===== config.mk =====
export PLATFORM = sky130hd
export DESIGN_NAME = mac_flow_accounting_table_top_flat
export DESIGN_NICKNAME = d
export VERILOG_FILES = /design/src/rtl/core/mfat_pkg.sv /design/src/rtl/core/mfat_if.sv /design/src/rtl/core/mfat_cell.sv /design/src/rtl/core/mac_flow_accounting_table_top.sv /design/src/flat_wrapper.sv
export SDC_FILE = /design/constraint.sdc
export NUM_CORES = 2
export LEC_CHECK = 0
export ABC_AREA = 1
export BUFFER_PORTS_ARGS = -buffer_cell sky130_fd_sc_hd__buf_2
export CELL_PAD_IN_SITES_DETAIL_PLACEMENT = 1
export CELL_PAD_IN_SITES_GLOBAL_PLACEMENT = 1
export CORE_ASPECT_RATIO = 0.7
export CORE_MARGIN = 2
export CORE_UTILIZATION = 62
export CTS_BUF_LIST = sky130_fd_sc_hd__clkbuf_8
export CTS_CLUSTER_DIAMETER = 60
export DETAILED_ROUTE_END_ITERATION = 16
export GPL_TIMING_DRIVEN = 0
export PLACE_DENSITY_LB_ADDON = 0.15
export REMOVE_ABC_BUFFERS = 1
export SLEW_MARGIN = 20
export SYNTH_ARGS = -nofsm -noshare
export SYNTH_HDL_FRONTEND = slang
export SYNTH_HIERARCHICAL = 1
export SYNTH_SLANG_ARGS = --single-unit

===== constraint.sdc =====
create_clock -name clk -period 191.9 [get_ports clk]
set_input_delay 28.785 -clock clk [delete_from_list [all_inputs] [get_ports clk]]
set_output_delay 28.785 -clock clk [all_outputs]
set_load 0.02 [all_outputs]

===== src/rtl/core/mfat_pkg.sv =====
// Types and constants of the MAC flow accounting table.
package mfat_pkg;

  localparam int MAC_W   = 48;
  localparam int IP_W    = 32;
  localparam int FLOW_W  = 16;
  localparam int IV_W    = 32;
  localparam int TOT_W   = 64;
  localparam int IDLE_W  = 8;
  localparam int MODE_W  = 2;
  localparam int STAT_W  = 3;
  localparam int REM_W   = 7;

  localparam logic [IDLE_W-1:0] IDLE_LIMIT_RESET = 8'd20;
  localparam logic [IDLE_W-1:0] IDLE_MAX         = 8'hFF;

  localparam logic [MODE_W-1:0] MODE_ADD    = 2'd0;
  localparam logic [MODE_W-1:0] MODE_REPORT = 2'd1;
  localparam logic [MODE_W-1:0] MODE_CLEAR  = 2'd2;
  localparam logic [MODE_W-1:0] MODE_PURGE  = 2'd3;

  localparam logic [STAT_W-1:0] ST_UPDATED  = 3'd0;
  localparam logic [STAT_W-1:0] ST_INSERTED = 3'd1;
  localparam logic [STAT_W-1:0] ST_FULL     = 3'd2;
  localparam logic [STAT_W-1:0] ST_RECORD   = 3'd3;
  localparam logic [STAT_W-1:0] ST_DONE     = 3'd4;

  typedef struct packed {
    logic [MAC_W-1:0]  mac;
    logic [IP_W-1:0]   ip;
    logic [IV_W-1:0]   interval;
    logic [TOT_W-1:0]  total;
    logic [IDLE_W-1:0] idle;
  } slot_data_t;

  typedef struct packed {
    logic       valid;
    slot_data_t data;
  } slot_t;

endpackage


===== src/rtl/core/mfat_if.sv =====
// Valid/ready channels for input words and result words.
interface mfat_in_if;
  logic                            valid;
  logic                            ready;
  logic [mfat_pkg::MODE_W-1:0]     mode;
  logic [mfat_pkg::MAC_W-1:0]      station_mac;
  logic [mfat_pkg::IP_W-1:0]       station_ip;
  logic [mfat_pkg::FLOW_W-1:0]     flow_amount;

  modport source (output valid, mode, station_mac, station_ip, flow_amount, input ready);
  modport sink (input valid, mode, station_mac, station_ip, flow_amount, output ready);
endinterface

interface mfat_out_if;
  logic                            valid;
  logic                            ready;
  logic [mfat_pkg::STAT_W-1:0]     status;
  logic [mfat_pkg::MAC_W-1:0]      rec_mac;
  logic [mfat_pkg::IP_W-1:0]       rec_ip;
  logic [mfat_pkg::IV_W-1:0]       rec_interval;
  logic [mfat_pkg::TOT_W-1:0]      rec_total;
  logic [mfat_pkg::REM_W-1:0]      removed_count;
  logic                            last;

  modport source (output valid, status, rec_mac, rec_ip, rec_interval, rec_total,
                  removed_count, last, input ready);
  modport sink (input valid, status, rec_mac, rec_ip, rec_interval, rec_total,
                removed_count, last, output ready);
endinterface


===== src/rtl/core/mfat_cell.sv =====
// One table slot of the rotating ring; takes its neighbor's slot on each shift.
module mfat_cell (
  input  logic             clk,
  input  logic             rst,
  input  logic             shift,
  input  mfat_pkg::slot_t  d,
  output mfat_pkg::slot_t  q
);

  logic                 valid;
  mfat_pkg::slot_data_t data;

  always_ff @(posedge clk) begin
    if (rst) begin
      valid <= 1'b0;
    end else if (shift) begin
      valid <= d.valid;
    end
  end

  always_ff @(posedge clk) begin
    if (shift) begin
      data <= d.data;
    end
  end

  assign q = '{valid: valid, data: data};

endmodule


===== src/rtl/core/mac_flow_accounting_table_top.sv =====
// Top level of the MAC flow accounting table: slot ring and its controller.
// Usage:
// An input word arrives on the item channel (valid/ready) and carries a mode:
// add flow, report tick, clear intervals or purge idle stations. Result words
// leave on the result channel; the final word of an input word has last set.
// The idle limit register is written through cfg_we/cfg_wdata; the user
// writes it only while idle, and the block itself does not enforce this.
// The slots sit in a ring of ENTRIES cells that rotates by one slot a cycle
// while it shifts, and holds still while idle and when a report stalls;
// a single update unit works on the slot at the head of the ring.
// One input word is taken at a time; the next one is taken in the cycle after
// the final result word is loaded. Clear and purge sweep all ENTRIES slots.
// Add scans all ENTRIES slots; an update or a full table answers after the
// scan, and an insert then waits for the free slot to come round.
// Report first turns the ring back to slot 0, then scans ENTRIES slots.
// Reset empties the table, sets the idle limit to 20 and drops any result.
// When the receiver stalls, the result register holds its word; in report
// mode the ring stops until the next record can be handed over.
module mac_flow_accounting_table_top #(
  parameter int ENTRIES = 32
) (
  input  logic                          clk,
  input  logic                          rst,
  input  logic                          cfg_we,
  input  logic [mfat_pkg::IDLE_W-1:0]   cfg_wdata,
  mfat_in_if.sink                       item,
  mfat_out_if.source                    result
);

  localparam int IW = (ENTRIES > 1) ? $clog2(ENTRIES) : 1;
  localparam int CW = $clog2(ENTRIES + 1);
  localparam logic [IW-1:0] LAST_IDX = IW'(ENTRIES - 1);
  localparam logic [CW-1:0] LAST_CNT = CW'(ENTRIES - 1);

  typedef enum logic [2:0] {
    S_IDLE, S_ADD_SCAN, S_ADD_SEEK, S_ALIGN, S_REPORT, S_FLUSH, S_SWEEP, S_DONE
  } state_t;

  state_t                          state;
  logic [mfat_pkg::IDLE_W-1:0]     idle_limit;
  logic [mfat_pkg::MODE_W-1:0]     mode;
  logic [mfat_pkg::MAC_W-1:0]      mac;
  logic [mfat_pkg::IP_W-1:0]       ip;
  logic [mfat_pkg::FLOW_W-1:0]     flow;
  logic [IW-1:0]                   ptr;
  logic [CW-1:0]                   cnt;
  logic                            matched;
  logic                            free_found;
  logic [IW-1:0]                   free_idx;
  logic [mfat_pkg::REM_W-1:0]      removed;
  logic [mfat_pkg::STAT_W-1:0]     res_status;
  logic                            pvalid;
  mfat_pkg::slot_data_t            prec;
  logic [mfat_pkg::IV_W-1:0]       piv;

  logic                            ovalid;
  logic [mfat_pkg::STAT_W-1:0]     o_status;
  logic [mfat_pkg::MAC_W-1:0]      o_mac;
  logic [mfat_pkg::IP_W-1:0]       o_ip;
  logic [mfat_pkg::IV_W-1:0]       o_iv;
  logic [mfat_pkg::TOT_W-1:0]      o_total;
  logic [mfat_pkg::REM_W-1:0]      o_removed;
  logic                            o_last;

  mfat_pkg::slot_t ring [ENTRIES];
  mfat_pkg::slot_t head;
  mfat_pkg::slot_t tail_in;
  logic            shift;
  logic            can_emit;
  logic            load_out;
  logic            hit;
  logic [mfat_pkg::IV_W:0] sat_sum;
  logic [mfat_pkg::IV_W-1:0] sat_iv;

  assign head     = ring[0];
  assign can_emit = !ovalid || result.ready;
  assign hit      = head.valid && (head.data.mac == mac);
  assign sat_sum  = {1'b0, head.data.interval} + {{(mfat_pkg::IV_W - mfat_pkg::FLOW_W + 1){1'b0}}, flow};
  assign sat_iv   = sat_sum[mfat_pkg::IV_W] ? {mfat_pkg::IV_W{1'b1}} : sat_sum[mfat_pkg::IV_W-1:0];
  assign load_out = ((state == S_REPORT) && shift && head.valid && pvalid)
                 || (((state == S_FLUSH) || (state == S_DONE)) && can_emit);

  genvar g;
  generate
    for (g = 0; g < ENTRIES; g++) begin : g_cell
      mfat_pkg::slot_t d;
      if (g == ENTRIES - 1) begin : g_tail
        assign d = tail_in;
      end else begin : g_mid
        assign d = ring[g+1];
      end
      mfat_cell u_cell (.clk(clk), .rst(rst), .shift(shift), .d(d), .q(ring[g]));
    end
  endgenerate

  // Update unit for the slot at the head of the ring.
  always_comb begin
    shift   = 1'b0;
    tail_in = head;
    case (state)
      S_ADD_SCAN: begin
        shift = 1'b1;
        if (hit) begin
          tail_in.data.interval = sat_iv;
          tail_in.data.ip       = ip;
        end
      end
      S_ADD_SEEK: begin
        shift = 1'b1;
        if (ptr == free_idx) begin
          tail_in.valid         = 1'b1;
          tail_in.data.mac      = mac;
          tail_in.data.ip       = ip;
          tail_in.data.interval = {{(mfat_pkg::IV_W - mfat_pkg::FLOW_W){1'b0}}, flow};
          tail_in.data.total    = '0;
          tail_in.data.idle     = '0;
        end
      end
      S_ALIGN: begin
        shift = (ptr != '0);
      end
      S_REPORT: begin
        shift = !(head.valid && pvalid && !can_emit);
        if (head.valid) begin
          tail_in.data.total    = head.data.total
                                + {{(mfat_pkg::TOT_W - mfat_pkg::IV_W){1'b0}}, head.data.interval};
          tail_in.data.interval = '0;
          if (head.data.interval == '0) begin
            if (head.data.idle != mfat_pkg::IDLE_MAX) begin
              tail_in.data.idle = head.data.idle + 1'b1;
            end
          end else begin
            tail_in.data.idle = '0;
          end
        end
      end
      S_SWEEP: begin
        shift = 1'b1;
        if (mode == mfat_pkg::MODE_CLEAR) begin
          tail_in.data.interval = '0;
        end else if (head.valid && head.data.idle >= idle_limit) begin
          tail_in.valid = 1'b0;
        end
      end
      default: begin
        shift = 1'b0;
      end
    endcase
  end

  always_ff @(posedge clk) begin
    if (rst) begin
      idle_limit <= mfat_pkg::IDLE_LIMIT_RESET;
    end else if (cfg_we) begin
      idle_limit <= cfg_wdata;
    end
  end

  always_ff @(posedge clk) begin
    if (rst) begin
      state  <= S_IDLE;
      ptr    <= '0;
      ovalid <= 1'b0;
      pvalid <= 1'b0;
    end else begin
      if (load_out) begin
        ovalid <= 1'b1;
      end else if (result.ready) begin
        ovalid <= 1'b0;
      end
      if (shift) begin
        ptr <= (ptr == LAST_IDX) ? '0 : ptr + 1'b1;
      end
      case (state)
        S_IDLE: begin
          if (item.valid) begin
            mode       <= item.mode;
            mac        <= item.station_mac;
            ip         <= item.station_ip;
            flow       <= item.flow_amount;
            cnt        <= '0;
            matched    <= 1'b0;
            free_found <= 1'b0;
            removed    <= '0;
            pvalid     <= 1'b0;
            case (item.mode)
              mfat_pkg::MODE_ADD:    state <= S_ADD_SCAN;
              mfat_pkg::MODE_REPORT: state <= S_ALIGN;
              default:               state <= S_SWEEP;
            endcase
          end
        end
        S_ADD_SCAN: begin
          cnt <= cnt + 1'b1;
          if (hit) begin
            matched <= 1'b1;
          end
          // The scan may start anywhere in the ring; keep the lowest free slot.
          if (!head.valid && (!free_found || (ptr < free_idx))) begin
            free_found <= 1'b1;
            free_idx   <= ptr;
          end
          if (cnt == LAST_CNT) begin
            if (matched || hit) begin
              res_status <= mfat_pkg::ST_UPDATED;
              state      <= S_DONE;
            end else if (free_found || !head.valid) begin
              state <= S_ADD_SEEK;
            end else begin
              res_status <= mfat_pkg::ST_FULL;
              state      <= S_DONE;
            end
          end
        end
        S_ADD_SEEK: begin
          if (ptr == free_idx) begin
            res_status <= mfat_pkg::ST_INSERTED;
            state      <= S_DONE;
          end
        end
        S_ALIGN: begin
          if (ptr == '0) begin
            state <= S_REPORT;
          end
        end
        S_REPORT: begin
          if (shift) begin
            cnt <= cnt + 1'b1;
            if (head.valid) begin
              // The held record goes out now: a later valid slot exists.
              if (pvalid) begin
                o_status  <= mfat_pkg::ST_RECORD;
                o_mac     <= prec.mac;
                o_ip      <= prec.ip;
                o_iv      <= piv;
                o_total   <= prec.total;
                o_removed <= '0;
                o_last    <= 1'b0;
              end
              pvalid <= 1'b1;
              prec   <= tail_in.data;
              piv    <= head.data.interval;
            end
            if (cnt == LAST_CNT) begin
              state <= S_FLUSH;
            end
          end
        end
        S_FLUSH: begin
          if (can_emit) begin
            o_status  <= pvalid ? mfat_pkg::ST_RECORD : mfat_pkg::ST_DONE;
            o_mac     <= pvalid ? prec.mac : '0;
            o_ip      <= pvalid ? prec.ip : '0;
            o_iv      <= pvalid ? piv : '0;
            o_total   <= pvalid ? prec.total : '0;
            o_removed <= '0;
            o_last    <= 1'b1;
            pvalid    <= 1'b0;
            state     <= S_IDLE;
          end
        end
        S_SWEEP: begin
          cnt <= cnt + 1'b1;
          if (mode == mfat_pkg::MODE_PURGE && head.valid && head.data.idle >= idle_limit) begin
            removed <= removed + 1'b1;
          end
          if (cnt == LAST_CNT) begin
            res_status <= mfat_pkg::ST_DONE;
            state      <= S_DONE;
          end
        end
        S_DONE: begin
          if (can_emit) begin
            o_status  <= res_status;
            o_mac     <= '0;
            o_ip      <= '0;
            o_iv      <= '0;
            o_total   <= '0;
            o_removed <= removed;
            o_last    <= 1'b1;
            state     <= S_IDLE;
          end
        end
        default: begin
          state <= S_IDLE;
        end
      endcase
    end
  end

  assign item.ready           = (state == S_IDLE);
  assign result.valid         = ovalid;
  assign result.status        = o_status;
  assign result.rec_mac       = o_mac;
  assign result.rec_ip        = o_ip;
  assign result.rec_interval  = o_iv;
  assign result.rec_total     = o_total;
  assign result.removed_count = o_removed;
  assign result.last          = o_last;

endmodule


===== src/flat_wrapper.sv =====
// flat-port wrapper written by rule: the top's interface ports become plain ports
module mac_flow_accounting_table_top_flat 
#(
  parameter int ENTRIES = 32
)
  (clk, rst, cfg_we, cfg_wdata, item_valid, item_mode, item_station_mac, item_station_ip, item_flow_amount, item_ready, result_valid, result_status, result_rec_mac, result_rec_ip, result_rec_interval, result_rec_total, result_removed_count, result_last, result_ready);
  mfat_in_if item_i ();
  mfat_out_if result_i ();
  input  logic clk;
  input  logic rst;
  input  logic cfg_we;
  input  logic [mfat_pkg::IDLE_W-1:0] cfg_wdata;
  input wire logic [$bits(item_i.valid)-1:0] item_valid;
  input wire logic [$bits(item_i.mode)-1:0] item_mode;
  input wire logic [$bits(item_i.station_mac)-1:0] item_station_mac;
  input wire logic [$bits(item_i.station_ip)-1:0] item_station_ip;
  input wire logic [$bits(item_i.flow_amount)-1:0] item_flow_amount;
  output wire logic [$bits(item_i.ready)-1:0] item_ready;
  output wire logic [$bits(result_i.valid)-1:0] result_valid;
  output wire logic [$bits(result_i.status)-1:0] result_status;
  output wire logic [$bits(result_i.rec_mac)-1:0] result_rec_mac;
  output wire logic [$bits(result_i.rec_ip)-1:0] result_rec_ip;
  output wire logic [$bits(result_i.rec_interval)-1:0] result_rec_interval;
  output wire logic [$bits(result_i.rec_total)-1:0] result_rec_total;
  output wire logic [$bits(result_i.removed_count)-1:0] result_removed_count;
  output wire logic [$bits(result_i.last)-1:0] result_last;
  input wire logic [$bits(result_i.ready)-1:0] result_ready;
  assign item_i.valid = item_valid;
  assign item_i.mode = item_mode;
  assign item_i.station_mac = item_station_mac;
  assign item_i.station_ip = item_station_ip;
  assign item_i.flow_amount = item_flow_amount;
  assign item_ready = item_i.ready;
  assign result_valid = result_i.valid;
  assign result_status = result_i.status;
  assign result_rec_mac = result_i.rec_mac;
  assign result_rec_ip = result_i.rec_ip;
  assign result_rec_interval = result_i.rec_interval;
  assign result_rec_total = result_i.rec_total;
  assign result_removed_count = result_i.removed_count;
  assign result_last = result_i.last;
  assign result_i.ready = result_ready;
  mac_flow_accounting_table_top #(.ENTRIES(ENTRIES)) u_core (.clk(clk), .rst(rst), .cfg_we(cfg_we), .cfg_wdata(cfg_wdata), .item(item_i), .result(result_i));
endmodule

==> results.ini <==
[clock_tree]
hold_buffers=0
cts_buffers=851
cts_tree=done
clk_pin_slew_worst_paths_ns=0.08
worstSkewPairLatency_ns=1.15
clock-root-buffer=clkbuf_8
cts_buffer_depth=4
cts_setup_buffers=0
htree_levels=6
cts_resized=0
clock_sinks=6422

[timing]
min_period_ns=34.26
setup_violations=0
fin_crit_sh_pct=17.9
layout_setup_ws_ns=157.64
slew_viol_final=0
finClkSkew_ns=0.113
worst_pin_slew_ns=1.21
hold_viol=0
max_slew_margin_pct=18.5
tns_ns=0
rsz0062_at_grt=no
clock.fmax_mhz=29.2

[power_and_ir_drop]
power_density_mw_per_mm2=20.5
p_total_mw=4.74
power.leakage_nw=81.2
worst_ir_drop_vdd_mv=0.0137

[placed_design]
place_ws_ns=156.69
numPortBuffers=299
numPlacedInstances=14100
gp_congestion=0.816
place_area_mm2=0.216
dp.final_hpwl_mm=231

[logic_synthesis]
synth_area_leaders=edfxtp_1 (93%), nand2_1 (1.7%), inv_1 (1.1%)
muxShareOfSynthArea_pct=0
yosysWarnings=6
yosysMostFrequentCell=edfxtp_1
synth_enable_flop_cells=6372
synth_compound_area_share_pct=0.952
synth_fa_ha_area_share_pct=0.427
ys_seq_area_share_pct=93.4
synth_top_area_cell=edfxtp_1
synth_xor_area_share_pct=0.102
syn-instance-count=9388
synth_cell_types=52
yosys.area_share.simple_pct=3.66
synth_top_area_share_pct=93.0
synth_top_family_by_area=simple AND/OR/NAND/NOR gates
avgSynthCellArea_um2=21.9
async_flop_share_pct=0
ys_seq_elements=6422
synth_flop_cell=edfxtp_1
synth_commonest_cells=edfxtp_1 (6372), nand2_1 (937), inv_1 (594)
synth_area_mm2=0.206

[routing]
drc=0
ant_nets=0
avgRoutedWirePerCell_um=27.4
avgViaCountPerCell=5.55
vias=87000
drt-initial-drc-count=8276
firstDrtPassIters=6
wl_mm=430

[final_layout]
final_cell_count_no_fill=15700
post-route-cell-area_mm2=0.232
area_growth_pct=12.7
drive_gt1_share_pct=14.3
nets=10800

[global_route]
grt_usage_pct=26.0
grt_pass1_vias=93100
grt_max_degree=60
grt_overflow=0
antenna_found_initial=36
grt_pass1_wl_mm=630

[floorplanning]
die_w_um=693
row_count=176
die_h_um=486
initial_utilization_pct=62.5
dieArea_mm2=0.337
io_pins=300
coreArea_mm2=0.329

[critical_path]
cp.arrival_ns=35.08
end_kind=flip-flop
crit_required_ns=192.72
path_max_fanout=52
crit_type=input pin to flip-flop
cp-start-kind=input pin

[run]
cap_viol_max_count=0

[run_status]
status=completed

[worst_hold_path]
hp-class=flip-flop to flip-flop

registers in the layout (all words and copies together), names as in the netlist, 2 cells and up:
register and cells:
u_core/ip 32, u_core/result.rec_mac 48, u_core/mode 2, u_core/idle_limit 8
u_core/result.rec_ip 32, u_core/res_status 3, u_core/piv 32, u_core/g_cell.u_cell/q 5888
u_core/free_idx 5, u_core/result.status 3, u_core/g_cell.u_cell/valid 32, u_core/result.rec_total 64
u_core/ptr 5, u_core/mac 48, u_core/flow 16, u_core/cnt 6
u_core/result.removed_count 7, u_core/state 3, u_core/removed 7, u_core/result.rec_interval 32
u_core/prec 144
area by class of cell:
type / instances / area, um2
antenna: 10 / 25.0
clock buffer: 859 / 11800
clock inverter: 679 / 3790
fill: 25500 / 97500
inverter: 608 / 2290
multi-input combinational: 2249 / 10700
sequential: 6422 / 192000
tap: 4361 / 5460
timing repair buffer: 503 / 5540
final timing paths:
path | startpoint | endpoint | slack, ns | cells after the start
max | result_ready | u_core/result.rec_mac[38] | 157.64 | 25
min | u_core/g_cell[15].u_cell/q[31] | u_core/g_cell[14].u_cell/q[31] | 0.35 | 0
max reg2reg | u_core/state[0] | u_core/result.rec_mac[38] | 182.98 | 25
min reg2reg | u_core/g_cell[15].u_cell/q[31] | u_core/g_cell[14].u_cell/q[31] | 0.35 | 0
power by group:
part,switching (mW),internal [mW],leakage [nW]
combinational,0.619,0.168,10.9
clock,0.532,0.453,9.00
sequential,0.300,2.67,61.3
layout by cell type (no fill, tap or decap), types with 55 or more instances in the layout:
cell type  instances
nand3_1          214
nor3_1            58
a21oi_1          121
inv_1            866
buf_12            59
clkbuf_8         859
edfxtp_1        6372
nand4_1           55
clkinv_1         241
nand2_1          935
buf_16            91
nor2_1           437
o21ai_0          134
clkinv_2          87
ha_1              67
buf_2            330
per-stage QoR:
step / util [%] / hold WS, ns
after floorplan: - / 0.400
after global placement: 64.4 / 0.400
after detailed placement: 65.7 / 0.405
after CTS: 70.4 / 0.342
after global routing: 70.4 / 0.347
final: 70.4 / 0.348
worst max-delay path, stage by stage:
cell and delay, ns:
buf_2 0.07, or2_2 0.20, o21ai_2 0.09, nand3_4 0.64, buf_16 0.35, inv_2 0.13, nand2_2 0.14, nand4_1 0.18
nor4_2 0.28, buf_2 0.27, buf_6 0.18, buf_2 0.27, buf_2 0.27, buf_2 0.25, buf_2 0.26, buf_2 0.28
buf_2 0.25, buf_2 0.26, buf_2 0.26, buf_2 0.25, buf_2 0.26, buf_2 0.25, buf_2 0.26, buf_2 0.27
buf_2 0.26
layer usage:
metal	up-vias	wire [um]	global-route usage [%]
li1	38100	-	-
met2	3447	207000	41.2
met4	2	11500	7.28
met3	734	29000	4.41
met5	-	11	0
met1	44700	182000	38.3
logic make-up after synthesis:
group                      after synthesis
DFF                                   6422
xor gates and xnor gates                24
buffers and inverters                  717
AOI/OAI and AO/OA                      362
adders and majority gates               69
and+or+nand+nor                       1794
Power figures use the tool's default switching activity.
